==> src/rtl/core/pem_pkg.sv <==
// pem_pkg: shared types and constants of the pulse energy meter.
// No dependencies; used by every module of the block.
package pem_pkg;

	// fixed field widths
	localparam int POWER_W = 32;
	localparam int COUNT_W = 32;
	localparam int TODAY_W = 42;
	localparam int TOTAL_W = 48;
	localparam int DAY_W   = 3;
	localparam int PPWH_W  = 14;
	localparam int COOL_W  = 8;
	localparam int CFG_W   = 14;
	localparam int CFG_IDX_W = 1;

	// shared divider: power dividend is left aligned, divisor up to 32x14 bits
	localparam int NUM_W  = 42;
	localparam int DEN_W  = 46;
	localparam int STEP_W = 6;

	localparam logic [STEP_W-1:0] PWR_STEPS = STEP_W'(POWER_W);
	localparam logic [STEP_W-1:0] NRG_STEPS = STEP_W'(NUM_W);

	localparam logic [31:0] POWER_NUM  = 32'd3600000000;
	localparam logic [9:0]  MWH_PER_WH = 10'd1000;

	localparam logic [PPWH_W-1:0] PPWH_RST = PPWH_W'(1);
	localparam logic [COOL_W-1:0] COOL_RST = COOL_W'(20);

	// register indexes
	localparam logic [CFG_IDX_W-1:0] REG_PPWH     = 1'b0;
	localparam logic [CFG_IDX_W-1:0] REG_COOLDOWN = 1'b1;

	// func codes
	localparam logic FUNC_PULSE = 1'b0;
	localparam logic FUNC_DAY   = 1'b1;

	typedef enum logic [2:0] {
		ST_IDLE,
		ST_EVAL,
		ST_PREP,
		ST_PWR_GO,
		ST_PWR_WAIT,
		ST_NRG_GO,
		ST_NRG_WAIT,
		ST_FINISH
	} state_t;

	typedef struct packed {
		logic load_in;
		logic day_roll;
		logic first_pulse;
		logic count_pulse;
		logic prep;
		logic div_start;
		logic div_nrg;
		logic take_pwr;
		logic take_nrg;
		logic load_out;
	} cmd_t;

	typedef struct packed {
		logic is_day;
		logic day_diff;
		logic first;
		logic flicker;
		logic div_done;
	} sts_t;

endpackage

==> src/rtl/core/pem_div.sv <==
// pem_div: restoring divider, one quotient bit per cycle.
// Depends on pem_pkg; used by pem_datapath for both power and energy.
module pem_div
	import pem_pkg::*;
(
	input  logic              clk,
	input  logic              arst_n,
	input  logic              start,
	input  logic [STEP_W-1:0] steps,
	input  logic [NUM_W-1:0]  dividend,
	input  logic [DEN_W-1:0]  divisor,
	output logic              done,
	output logic [NUM_W-1:0]  quotient
);

	logic [NUM_W-1:0]  num_q;
	logic [DEN_W-1:0]  rem_q;
	logic [DEN_W-1:0]  den_q;
	logic [STEP_W-1:0] cnt_q;
	logic              busy_q;
	logic              done_q;
	logic [DEN_W:0]    shifted;
	logic [DEN_W:0]    diff;
	logic              fits;

	assign shifted = {rem_q, num_q[NUM_W-1]};
	assign diff    = shifted - {1'b0, den_q};
	assign fits    = (shifted >= {1'b0, den_q});

	// quotient bits enter at the bottom of the dividend register
	always_ff @(posedge clk) begin
		if (start) begin
			num_q <= dividend;
			rem_q <= '0;
			den_q <= divisor;
		end else if (busy_q) begin
			num_q <= {num_q[NUM_W-2:0], fits};
			rem_q <= fits ? diff[DEN_W-1:0] : shifted[DEN_W-1:0];
		end
	end

	always_ff @(posedge clk or negedge arst_n) begin
		if (!arst_n) begin
			busy_q <= 1'b0;
			done_q <= 1'b0;
			cnt_q  <= '0;
		end else begin
			done_q <= 1'b0;
			if (start) begin
				busy_q <= 1'b1;
				cnt_q  <= steps;
			end else if (busy_q) begin
				cnt_q <= cnt_q - 1'b1;
				if (cnt_q == STEP_W'(1)) begin
					busy_q <= 1'b0;
					done_q <= 1'b1;
				end
			end
		end
	end

	assign done     = done_q;
	assign quotient = num_q;

endmodule

==> src/rtl/core/pem_datapath.sv <==
// pem_datapath: meter state, config registers, arithmetic and result register.
// Depends on pem_pkg and pem_div; driven by pem_ctrl commands.
module pem_datapath
	import pem_pkg::*;
#(
	parameter int TIME_BITS = 32
) (
	input  logic                 clk,
	input  logic                 arst_n,
	input  cmd_t                 cmd,
	output sts_t                 sts,
	input  logic                 cfg_we,
	input  logic [CFG_IDX_W-1:0] cfg_index,
	input  logic [CFG_W-1:0]     cfg_data,
	input  logic                 func,
	input  logic [TIME_BITS-1:0] time_ms,
	input  logic [DAY_W-1:0]     weekday,
	output logic                 counted,
	output logic                 rolled_over,
	output logic [POWER_W-1:0]   power_mw,
	output logic [COUNT_W-1:0]   pulse_count,
	output logic [TODAY_W-1:0]   today_mwh,
	output logic [TODAY_W-1:0]   yesterday_mwh,
	output logic [TOTAL_W-1:0]   total_mwh
);

	localparam int DW = (TIME_BITS > 32) ? TIME_BITS : 32;

	// config
	logic [PPWH_W-1:0] ppwh_q;
	logic [COOL_W-1:0] cool_q;
	logic [PPWH_W-1:0] p_eff;

	// captured input word
	logic                 func_q;
	logic [TIME_BITS-1:0] time_q;
	logic [DAY_W-1:0]     day_in_q;

	// meter state
	logic                 awaiting_q;
	logic [TIME_BITS-1:0] last_q;
	logic [COUNT_W-1:0]   count_q;
	logic [POWER_W-1:0]   power_q;
	logic [TODAY_W-1:0]   today_q;
	logic [TODAY_W-1:0]   yest_q;
	logic [TOTAL_W-1:0]   total_q;
	logic [DAY_W-1:0]     day_q;

	// per-word flags and operands
	logic               counted_q;
	logic               rolled_q;
	logic               long_q;
	logic [31:0]        dt32_q;
	logic [DEN_W-1:0]   prod_q;
	logic [NUM_W-1:0]   nrg_num_q;

	// result register
	logic               o_counted_q;
	logic               o_rolled_q;
	logic [POWER_W-1:0] o_power_q;
	logic [COUNT_W-1:0] o_count_q;
	logic [TODAY_W-1:0] o_today_q;
	logic [TODAY_W-1:0] o_yest_q;
	logic [TOTAL_W-1:0] o_total_q;

	logic [TIME_BITS-1:0] dt;
	logic [DW-1:0]        dt_w;
	logic                 long_gap;
	logic [TOTAL_W:0]     total_sum;
	logic [NUM_W-1:0]     div_dividend;
	logic [DEN_W-1:0]     div_divisor;
	logic [STEP_W-1:0]    div_steps;
	logic                 div_done;
	logic [NUM_W-1:0]     div_quot;

	assign p_eff    = (ppwh_q == '0) ? PPWH_W'(1) : ppwh_q;
	assign dt       = time_q - last_q;
	assign dt_w     = DW'(dt);
	assign long_gap = (dt_w > DW'(POWER_NUM));
	assign total_sum = {1'b0, total_q} + (TOTAL_W+1)'(today_q);

	assign sts.is_day   = (func_q == FUNC_DAY);
	assign sts.day_diff = (day_in_q != day_q);
	assign sts.first    = awaiting_q;
	assign sts.flicker  = (dt <= TIME_BITS'(cool_q));
	assign sts.div_done = div_done;

	always_ff @(posedge clk or negedge arst_n) begin
		if (!arst_n) begin
			ppwh_q <= PPWH_RST;
			cool_q <= COOL_RST;
		end else if (cfg_we) begin
			case (cfg_index)
				REG_PPWH:     ppwh_q <= cfg_data[PPWH_W-1:0];
				REG_COOLDOWN: cool_q <= cfg_data[COOL_W-1:0];
				default: ;
			endcase
		end
	end

	always_ff @(posedge clk) begin
		if (cmd.load_in) begin
			func_q   <= func;
			time_q   <= time_ms;
			day_in_q <= weekday;
		end
		if (cmd.count_pulse) begin
			long_q <= long_gap;
			dt32_q <= long_gap ? 32'd0 : dt_w[31:0];
		end
		if (cmd.prep) begin
			prod_q    <= DEN_W'(dt32_q) * DEN_W'(p_eff);
			nrg_num_q <= NUM_W'(count_q) * NUM_W'(MWH_PER_WH);
		end
		if (cmd.load_out) begin
			o_counted_q <= counted_q;
			o_rolled_q  <= rolled_q;
			o_power_q   <= power_q;
			o_count_q   <= count_q;
			o_today_q   <= today_q;
			o_yest_q    <= yest_q;
			o_total_q   <= total_q;
		end
	end

	always_ff @(posedge clk or negedge arst_n) begin
		if (!arst_n) begin
			awaiting_q <= 1'b1;
			last_q     <= '0;
			count_q    <= '0;
			power_q    <= '0;
			today_q    <= '0;
			yest_q     <= '0;
			total_q    <= '0;
			day_q      <= '0;
			counted_q  <= 1'b0;
			rolled_q   <= 1'b0;
		end else begin
			if (cmd.load_in) begin
				counted_q <= 1'b0;
				rolled_q  <= 1'b0;
			end
			if (cmd.first_pulse) begin
				awaiting_q <= 1'b0;
				last_q     <= time_q;
			end
			if (cmd.count_pulse) begin
				counted_q <= 1'b1;
				count_q   <= count_q + 1'b1;
				last_q    <= time_q;
			end
			if (cmd.day_roll) begin
				rolled_q <= 1'b1;
				day_q    <= day_in_q;
				yest_q   <= today_q;
				total_q  <= total_sum[TOTAL_W] ? {TOTAL_W{1'b1}} : total_sum[TOTAL_W-1:0];
				today_q  <= '0;
				count_q  <= '0;
			end
			if (cmd.take_pwr)
				power_q <= long_q ? '0 : div_quot[POWER_W-1:0];
			if (cmd.take_nrg)
				today_q <= div_quot[TODAY_W-1:0];
		end
	end

	// power dividend sits in the top bits so only PWR_STEPS steps are needed
	assign div_dividend = cmd.div_nrg ? nrg_num_q
	                                  : {POWER_NUM, {(NUM_W-32){1'b0}}};
	assign div_divisor  = cmd.div_nrg ? DEN_W'(p_eff) : prod_q;
	assign div_steps    = cmd.div_nrg ? NRG_STEPS : PWR_STEPS;

	pem_div u_div (
		.clk      (clk),
		.arst_n   (arst_n),
		.start    (cmd.div_start),
		.steps    (div_steps),
		.dividend (div_dividend),
		.divisor  (div_divisor),
		.done     (div_done),
		.quotient (div_quot)
	);

	assign counted       = o_counted_q;
	assign rolled_over   = o_rolled_q;
	assign power_mw      = o_power_q;
	assign pulse_count   = o_count_q;
	assign today_mwh     = o_today_q;
	assign yesterday_mwh = o_yest_q;
	assign total_mwh     = o_total_q;

endmodule

==> src/rtl/core/pem_ctrl.sv <==
// pem_ctrl: sequencing state machine and handshake control.
// Depends on pem_pkg; commands pem_datapath.
module pem_ctrl
	import pem_pkg::*;
(
	input  logic clk,
	input  logic arst_n,
	input  logic in_valid,
	output logic in_ready,
	output logic out_valid,
	input  logic out_ready,
	input  sts_t sts,
	output cmd_t cmd
);

	state_t state_q;
	state_t state_d;
	logic   out_valid_q;
	logic   out_free;

	assign out_free = !out_valid_q || out_ready;

	always_ff @(posedge clk or negedge arst_n) begin
		if (!arst_n) begin
			state_q     <= ST_IDLE;
			out_valid_q <= 1'b0;
		end else begin
			state_q <= state_d;
			if (cmd.load_out)
				out_valid_q <= 1'b1;
			else if (out_ready)
				out_valid_q <= 1'b0;
		end
	end

	always_comb begin
		state_d = state_q;
		case (state_q)
			ST_IDLE:     if (in_valid) state_d = ST_EVAL;
			ST_EVAL: begin
				if (sts.is_day || sts.first || sts.flicker)
					state_d = ST_FINISH;
				else
					state_d = ST_PREP;
			end
			ST_PREP:     state_d = ST_PWR_GO;
			ST_PWR_GO:   state_d = ST_PWR_WAIT;
			ST_PWR_WAIT: if (sts.div_done) state_d = ST_NRG_GO;
			ST_NRG_GO:   state_d = ST_NRG_WAIT;
			ST_NRG_WAIT: if (sts.div_done) state_d = ST_FINISH;
			ST_FINISH:   if (out_free) state_d = ST_IDLE;
			default:     state_d = ST_IDLE;
		endcase
	end

	always_comb begin
		cmd      = '0;
		in_ready = 1'b0;
		case (state_q)
			ST_IDLE: begin
				in_ready    = 1'b1;
				cmd.load_in = in_valid;
			end
			ST_EVAL: begin
				if (sts.is_day)
					cmd.day_roll = sts.day_diff;
				else if (sts.first)
					cmd.first_pulse = 1'b1;
				else if (!sts.flicker)
					cmd.count_pulse = 1'b1;
			end
			ST_PREP:     cmd.prep = 1'b1;
			ST_PWR_GO:   cmd.div_start = 1'b1;
			ST_PWR_WAIT: cmd.take_pwr = sts.div_done;
			ST_NRG_GO: begin
				cmd.div_start = 1'b1;
				cmd.div_nrg   = 1'b1;
			end
			ST_NRG_WAIT: begin
				cmd.div_nrg  = 1'b1;
				cmd.take_nrg = sts.div_done;
			end
			ST_FINISH:   cmd.load_out = out_free;
			default: ;
		endcase
	end

	assign out_valid = out_valid_q;

endmodule

==> src/rtl/core/pulse_energy_meter.sv <==
// pulse_energy_meter: top level of the LED pulse energy meter.
// Depends on pem_pkg, pem_ctrl and pem_datapath.
//
// Takes one word at a time. A day poll, the first pulse and a flicker pulse
// go from ST_EVAL straight to ST_FINISH, which loads the result register
// once it is free; a counted pulse first passes ST_PREP and two runs of the
// single shared restoring divider, which runs 32 steps for power
// (3600000000 / (dt * pulses_per_wh)) and then 42 steps for today's energy
// (count * 1000 / pulses_per_wh), one quotient bit a cycle. The next word is
// taken only after the result register has been loaded.
// The result sits in an output register, so the next word is accepted while
// a finished result still waits for out_ready. Config writes on cfg_we are
// taken at any edge but are meant to happen only while the block is idle;
// a pulses_per_wh of 0 acts as 1. time_ms is TIME_BITS wide and wraps.
module pulse_energy_meter
	import pem_pkg::*;
#(
	parameter int TIME_BITS = 32
) (
	input  logic                 clk,
	input  logic                 arst_n,
	input  logic                 cfg_we,
	input  logic [CFG_IDX_W-1:0] cfg_index,
	input  logic [CFG_W-1:0]     cfg_data,
	input  logic                 in_valid,
	output logic                 in_ready,
	input  logic                 func,
	input  logic [TIME_BITS-1:0] time_ms,
	input  logic [DAY_W-1:0]     weekday,
	output logic                 out_valid,
	input  logic                 out_ready,
	output logic                 counted,
	output logic                 rolled_over,
	output logic [POWER_W-1:0]   power_mw,
	output logic [COUNT_W-1:0]   pulse_count,
	output logic [TODAY_W-1:0]   today_mwh,
	output logic [TODAY_W-1:0]   yesterday_mwh,
	output logic [TOTAL_W-1:0]   total_mwh
);

	cmd_t cmd;
	sts_t sts;

	// control: handshakes and the pulse / division sequence
	pem_ctrl u_ctrl (
		.clk       (clk),
		.arst_n    (arst_n),
		.in_valid  (in_valid),
		.in_ready  (in_ready),
		.out_valid (out_valid),
		.out_ready (out_ready),
		.sts       (sts),
		.cmd       (cmd)
	);

	// datapath: meter state, divider and the result register
	pem_datapath #(
		.TIME_BITS (TIME_BITS)
	) u_dp (
		.clk           (clk),
		.arst_n        (arst_n),
		.cmd           (cmd),
		.sts           (sts),
		.cfg_we        (cfg_we),
		.cfg_index     (cfg_index),
		.cfg_data      (cfg_data),
		.func          (func),
		.time_ms       (time_ms),
		.weekday       (weekday),
		.counted       (counted),
		.rolled_over   (rolled_over),
		.power_mw      (power_mw),
		.pulse_count   (pulse_count),
		.today_mwh     (today_mwh),
		.yesterday_mwh (yesterday_mwh),
		.total_mwh     (total_mwh)
	);

endmodule

==> config.mk <==
export PLATFORM = sky130hd
export DESIGN_NAME = pulse_energy_meter
export DESIGN_NICKNAME = d
export VERILOG_FILES = /design/src/rtl/core/pem_pkg.sv /design/src/rtl/core/pem_div.sv /design/src/rtl/core/pem_datapath.sv /design/src/rtl/core/pem_ctrl.sv /design/src/rtl/core/pulse_energy_meter.sv
export SDC_FILE = /design/constraint.sdc
export NUM_CORES = 2
export LEC_CHECK = 0
export BUFFER_PORTS_ARGS = -buffer_cell sky130_fd_sc_hd__buf_2
export CAP_MARGIN = 20
export CORE_ASPECT_RATIO = 0.7
export CORE_MARGIN = 4
export CORE_UTILIZATION = 63
export DETAILED_ROUTE_END_ITERATION = 6
export GPL_ROUTABILITY_DRIVEN = 0
export PLACE_DENSITY = 0.84
export SYNTH_ARGS = -nofsm -noshare
export SYNTH_HDL_FRONTEND = slang
export SYNTH_SLANG_ARGS = --single-unit
==> constraint.sdc <==
create_clock -name clk -period 14.1 [get_ports clk]
set_input_delay 0 -clock clk [delete_from_list [all_inputs] [get_ports clk]]
set_output_delay 0 -clock clk [all_outputs]
set_load 0.02 [all_outputs]
Word-level counts from Yosys, hierarchy flattened
Index checks and enable logic that the tools add are counted.
- add/sub/neg operators: 5
- $mul: 2
- $lt $le $gt $ge: 3
- eq/ne operators: 13
- mux-type cells: 48
- bitwise operators: 1
- reductions and logical operators: 18
- operators with widths (operator ; number):
    42-bit 2-to-1 mux ; 5
    32-bit 2-to-1 mux ; 5
    48-bit by 42-bit adder with 49-bit output ; 1
    48-bit 2-to-1 mux ; 1
    47-bit by 46-bit >= comparator with 1-bit output ; 1
    32-bit by 14-bit multiplier with 46-bit output ; 1
    46-bit 2-to-1 mux ; 1
    46-bit subtractor ; 1
    32-bit by 7-bit multiplier with 39-bit output (second input constant) ; 1
    32-bit by 1-bit adder with 32-bit output (second input constant) ; 1
    32-bit greater-than comparator (second input constant) ; 1
    32-bit by 8-bit <= comparator with 1-bit output ; 1
    32-bit subtractor ; 1
    14-bit 2-to-1 mux ; 2
    3-bit case mux with 8 select lines ; 1
    1-bit 2-to-1 mux ; 23
    3-bit 2-to-1 mux ; 6
    14-bit logical NOT ; 1
    2-bit nonzero test ; 7
    3-bit == test (second input constant) ; 4
    6-bit 2-to-1 mux ; 2
    3-bit by 2-bit == test with 1-bit output (second input constant) ; 2
    6-bit by 1-bit == test with 1-bit output (second input constant) ; 1
    2-bit by 1-bit != test with 1-bit output (second input constant) ; 3
    other kinds (13) ; 17
- flip-flop bits (word level): 754
- input bits: 56
- output and inout port bits: 200
- word-level logic and storage cells: 125

Logic depth before layout (Yosys ltp)
- depth after elaboration: 8
- depth in mapped cells: 26
- mapped depth without buffers: 25

Cells and area by module
Synthesis repeated with hierarchy kept, for this count alone.
- cells, all modules: 4888
- area, all modules: 53836.6 sq um
- by module, submodules not included (module ; instances ; cells an instance ; area each (sq um) ; seq. area each (sq um)):
    pem_datapath ; 1 ; 3999 ; 44863.0 ; 16981.3
    pem_div ; 1 ; 848 ; 8588.2 ; 3763.6
    pem_ctrl ; 1 ; 41 ; 385.4 ; 100.1

Worst setup path after synthesis
OpenSTA, ideal clock, no wires.
- kind: register -> register
- from: reg u_ctrl.state_q[2]
- to: reg u_dp.o_counted_q (netlist: u_dp.counted), enable pin
- library setup time: 759 ps
- arrival time: 8972 ps
- required time: 13341 ps
- path slack: 4368 ps
- cell stages (with the launch flop): 4
- path buffers: 1
- period minus slack after synthesis: 9732 ps
- path through: dfrtp_1 -> clkbuf_1 -> nand2_1 -> nor2_1
- RTL lines (what ; RTL line ; text):
    from (decl) ; pem_ctrl.sv:16 ; state_t state_q;
    from (signal assigned) ; pem_ctrl.sv:28 ; state_q <= state_d;
    to (signal assigned) ; pem_datapath.sv:116 ; o_counted_q <= counted_q;
    to (decl) ; pem_datapath.sv:58 ; logic o_counted_q;

Worst setup path after layout
- from: reg u_dp.ppwh_q[6]
- to: reg u_dp.prod_q[43], data pin
- cells in the longest elaborated chain, start to end: 3
- ends and longest elaborated chain (what ; RTL line ; text):
    from (decl) ; pem_datapath.sv:30 ; logic [PPWH_W-1:0] ppwh_q;
    from (signal assigned) ; pem_datapath.sv:94 ; REG_PPWH: ppwh_q <= cfg_data[PPWH_W-1:0];
    14-bit logical NOT ; pem_datapath.sv:76 ; assign p_eff = (ppwh_q == '0) ? PPWH_W'(1) : ppwh_q;
    14-bit 2-to-1 mux * ; pem_datapath.sv:76 ;
    32-bit by 14-bit multiplier with 46-bit output * ; pem_datapath.sv:112 ; prod_q <= DEN_W'(dt32_q) * DEN_W'(p_eff);
    to (signal assigned) ; pem_datapath.sv:112 ;
    to (decl) ; pem_datapath.sv:54 ; logic [DEN_W-1:0] prod_q;
Every way passes the cells marked *; elsewhere a longest branch is shown, timed or not.
A chain may end at the register's enable or synchronous reset.

==> flow_metrics.tcl <==
set metrics [dict create \
    rsz0062_at_grt "no" \
    num_rows 89 \
    fin_skew_ns 0.0371 \
    cts_sinks 754 \
    diodes 0 \
    crit_fanout 21 \
    ys_seq_elements 754 \
    path_class "reg2reg" \
    antenna_found_initial 5 \
    synth_warnings 0 \
    hold_path.class "in2reg" \
    synthMuxAreaShare_pct 1.86 \
    fp.dieW_um 356 \
    synth-compound-area-share_pct 11.2 \
    yosys.area.top_type_share_pct 24.7 \
    crit_end "u_dp.prod_q[43]" \
    insertion_delay_ns 0.67 \
    clkSlewWorstSetupHoldPaths_ns 0.07 \
    hold_viol 0 \
    syn_to_final_growth_pct 10.2 \
    multi_input_area_um2 29500 \
    grt_max_degree 175 \
    num_io_pins 256 \
    cts_buffer_depth 3 \
    synth_top_family_by_area "adder cells" \
    ff_latch_area_um2 20800 \
    fin_nets 6191 \
    drt_pre_antenna_iters 7 \
    hold_start "time_ms[23]" \
    critPathRequiredTime_ns 14.50 \
    drt-total-wl_um 136000 \
    relSlewSlack_pct 27.0 \
    stdcell_count 6529 \
    cts-root-buf "clkbuf_16" \
    r2r-start "u_dp.ppwh_q[6]" \
    dieArea_um2 89600 \
    r2r_end "u_dp.prod_q[43]" \
    cp_top_family "adder cells" \
    synthXorXnorAreaFrac_pct 3.01 \
    ant_nets 0 \
    initial_utilization_pct 63.5 \
    synth_fp_nets 5965 \
    dp.cells 6328 \
    synthSimpleGateAreaFrac_pct 13.4 \
    vias_per_cell 6.03 \
    dp_hpwl_um 96900 \
    reg2reg_depth 23 \
    path_depth 23 \
    path_buf_inv 4 \
    cts_buffers 75 \
    drt_first_iter_violations 4225 \
    path_cells "buf_4 -> nand2_1 -> fa_1 -> fa_1 -> inv_1 -> fa_1 -> fa_1 -> fa_1 -> inv_1 -> fa_1 -> inv_1 -> ha_1 -> and3_1 -> and2_1 -> nand4_1 -> a211oi_1 -> o31ai_1 -> a41o_1 -> o21bai_1 -> a21o_1 -> a21o_1 -> a21oi_1 -> xnor2_1" \
    synthAdderAreaFrac_pct 25.6 \
    crit_start "u_dp.ppwh_q[6]" \
    grt_pass1_wl_um 216000 \
    htree_num_levels 3 \
    vias 39400 \
    synth_seq_area_share_pct 39.0 \
    clock.fmax_ghz 0.132 \
    finalSetupViolCount 0 \
    syn_area_um2 53500 \
    synth_cell_types 90 \
    maxCapViolCount 0 \
    gr-total-overflow 0 \
    ys.flop_type "edfxtp_1" \
    drcViolationCount 21 \
    worstSetupStartpointType "register" \
    grt_pass1_vias 39000 \
    fin_crit_sh_pct 53.8 \
    tightest_slew_ns 1.09 \
    drv_slew 0 \
    cts_tree "yes" \
    drive_above_1_share_pct 9.01 \
    slowest_delay_ns 0.69 \
    fillers 5854 \
    synth_edf_count 440 \
    crit_path_end_kind "register" \
    synth_area_per_cell_um2 10.5 \
    r2r_setup_slack_ns 6.52 \
    finalCriticalPeriod_ns 7.58 \
    synthCells 5103 \
    grt_usage_pct 30.5 \
    cpMostUsedCell "fa_1" \
    status "finished, violations left" \
    failed_checks "DRC" \
    slowest_stage "dfrtp_1" \
    cts_setup_buffers 0 \
    wl_per_cell_um 20.8 \
    port_buffers 255 \
    final.setup.tns_ns 0 \
    synth_top_cell_by_area "edfxtp_1" \
    synth.area.top_cells "edfxtp_1, fa_1, dfrtp_1, ha_1, nand2_1" \
    synthArstFlopShare_pct 35.5 \
    die_y_um 252 \
    core_area_um2 84200 \
    cp_data_arrival_time_ns 7.98 \
]
worst min path at each step:
| stage | end | cells past startpoint |
|---|---|---|
| after floorplan | u_ctrl.out_valid | 0 |
| after CTS | u_dp.time_q[7] | 2 |
| after global placement | u_dp.count_q[13] | 1 |
| final | u_dp.time_q[23] | 2 |
| after global routing | u_dp.time_q[0] | 2 |
| after detailed placement | u_dp.count_q[11] | 1 |
metrics by stage:
step / util [%] / cell area [um^2] / worst slack, ns / hold slack [ns]
floorplan: - / 53500 / 4.37 / -0.296
global placement: 66.2 / 55700 / 6.91 / 0.0900
detailed placement: 66.2 / 55700 / 6.73 / 0.0974
CTS: 69.9 / 58900 / 6.68 / 0.0163
global route: 70.0 / 58900 / 6.21 / 0.0366
finish: 70.0 / 58900 / 6.52 / 0.0465
registers in the layout, summed over array words and instances (netlist names), 39 cells and up:
signal / cells
u_dp.u_div.rem_q: 46
u_dp.u_div.den_q: 46
u_dp.nrg_num_q: 39
u_dp.total_mwh: 48
u_dp.yesterday_mwh: 42
u_dp.today_q: 42
u_dp.total_q: 48
u_dp.yest_q: 42
u_dp.prod_q: 46
u_dp.today_mwh: 42
u_dp.u_div.quotient: 42
repair_timing:
item | CTS | global route
gates resized for setup | 0 | 0
hold buffers | 59 | 0
hold endpoints to repair | 158 | 0
metal layers:
metal	wire (um)	vias up	global-route usage, %
met4	4030	6	8.43
li1	-	17600	-
met3	17000	290	8.95
met2	58100	2175	44.3
met5	45	-	0
met1	56800	19300	45.2
synthesized netlist by cell type (all sizes together), types with 38 or more instances:
| cell type | instances |
|---|---|
| nand3 | 58 |
| a21o | 98 |
| and2 | 280 |
| nor2 | 198 |
| xor2 | 72 |
| dfrtp | 264 |
| dfxtp | 46 |
| inv | 633 |
| nand2 | 661 |
| nand2b | 65 |
| edfxtp | 440 |
| o21a | 38 |
| mux2 | 73 |
| xnor2 | 112 |
| fa | 478 |
| o21ai | 247 |
| clkbuf | 186 |
| nor2b | 45 |
| ha | 328 |
| a31oi | 44 |
| a21oi | 261 |
placed cells by master (no fill, tap or decap), types with 19 or more instances in the layout:
cell | netlist | final
nand2_1 | 661 | 660
inv_1 | 632 | 631
fa_1 | 478 | 478
edfxtp_1 | 440 | 440
ha_1 | 328 | 328
and2_1 | 280 | 280
dfrtp_1 | 264 | 263
a21oi_1 | 260 | 260
buf_2 | 10 | 254
o21ai_0 | 239 | 239
nor2_1 | 198 | 195
xnor2_1 | 112 | 112
a21o_1 | 98 | 98
clkbuf_16 | 0 | 78
xor2_1 | 72 | 72
nand2b_1 | 65 | 65
dlygate4sd3_1 | 0 | 59
nand3_1 | 58 | 57
dfxtp_1 | 46 | 46
a31oi_1 | 43 | 43
nor2b_1 | 45 | 43
mux2_2 | 42 | 42
o21a_1 | 38 | 38
buf_4 | 3 | 33
nor3_1 | 31 | 31
mux2_1 | 31 | 31
o211ai_1 | 30 | 30
and3_1 | 29 | 29
a22o_1 | 29 | 29
nand4_1 | 27 | 27
o31ai_1 | 27 | 27
or3_1 | 25 | 25
clkbuf_1 | 186 | 25
a211oi_1 | 19 | 19
o21bai_1 | 19 | 19
worst reg2reg max path: stages, from the launching register on:
cell and delay [ns]:
dfrtp_1 0.69, buf_4 0.39, nand2_1 0.14, fa_1 0.52
fa_1 0.52, inv_1 0.05, fa_1 0.46, fa_1 0.51
fa_1 0.54, inv_1 0.06, fa_1 0.54, inv_1 0.05
ha_1 0.36, and3_1 0.22, and2_1 0.19, nand4_1 0.19
a211oi_1 0.53, o31ai_1 0.18, a41o_1 0.33, o21bai_1 0.31
a21o_1 0.20, a21o_1 0.11, a21oi_1 0.07, xnor2_1 0.13
kinds of logic (layout without fill, tap and decap cells):
family / after synthesis / count (layout)
AO/OA/AOI/OAI: 942 / 942
buffers and inverters: 834 / 1123
XOR/XNOR: 184 / 184
adder cells (fa/ha/maj): 806 / 806
multiplexers: 90 / 90
AND/OR/NAND/NOR: 1493 / 1493
flip-flops: 754 / 754
layout make-up:
cell class	count	area share, %
multi-input cells	3515	50.1
repair buffers	350	3.72
clock buffers	108	3.57
clock inverters	32	0.811
flip-flops and latches	754	35.4
inverters	633	4.03
well taps	1137	2.41
Power is not shown: default switching activity piles up to over one toggle a cycle in this logic, so the estimate is an artifact.
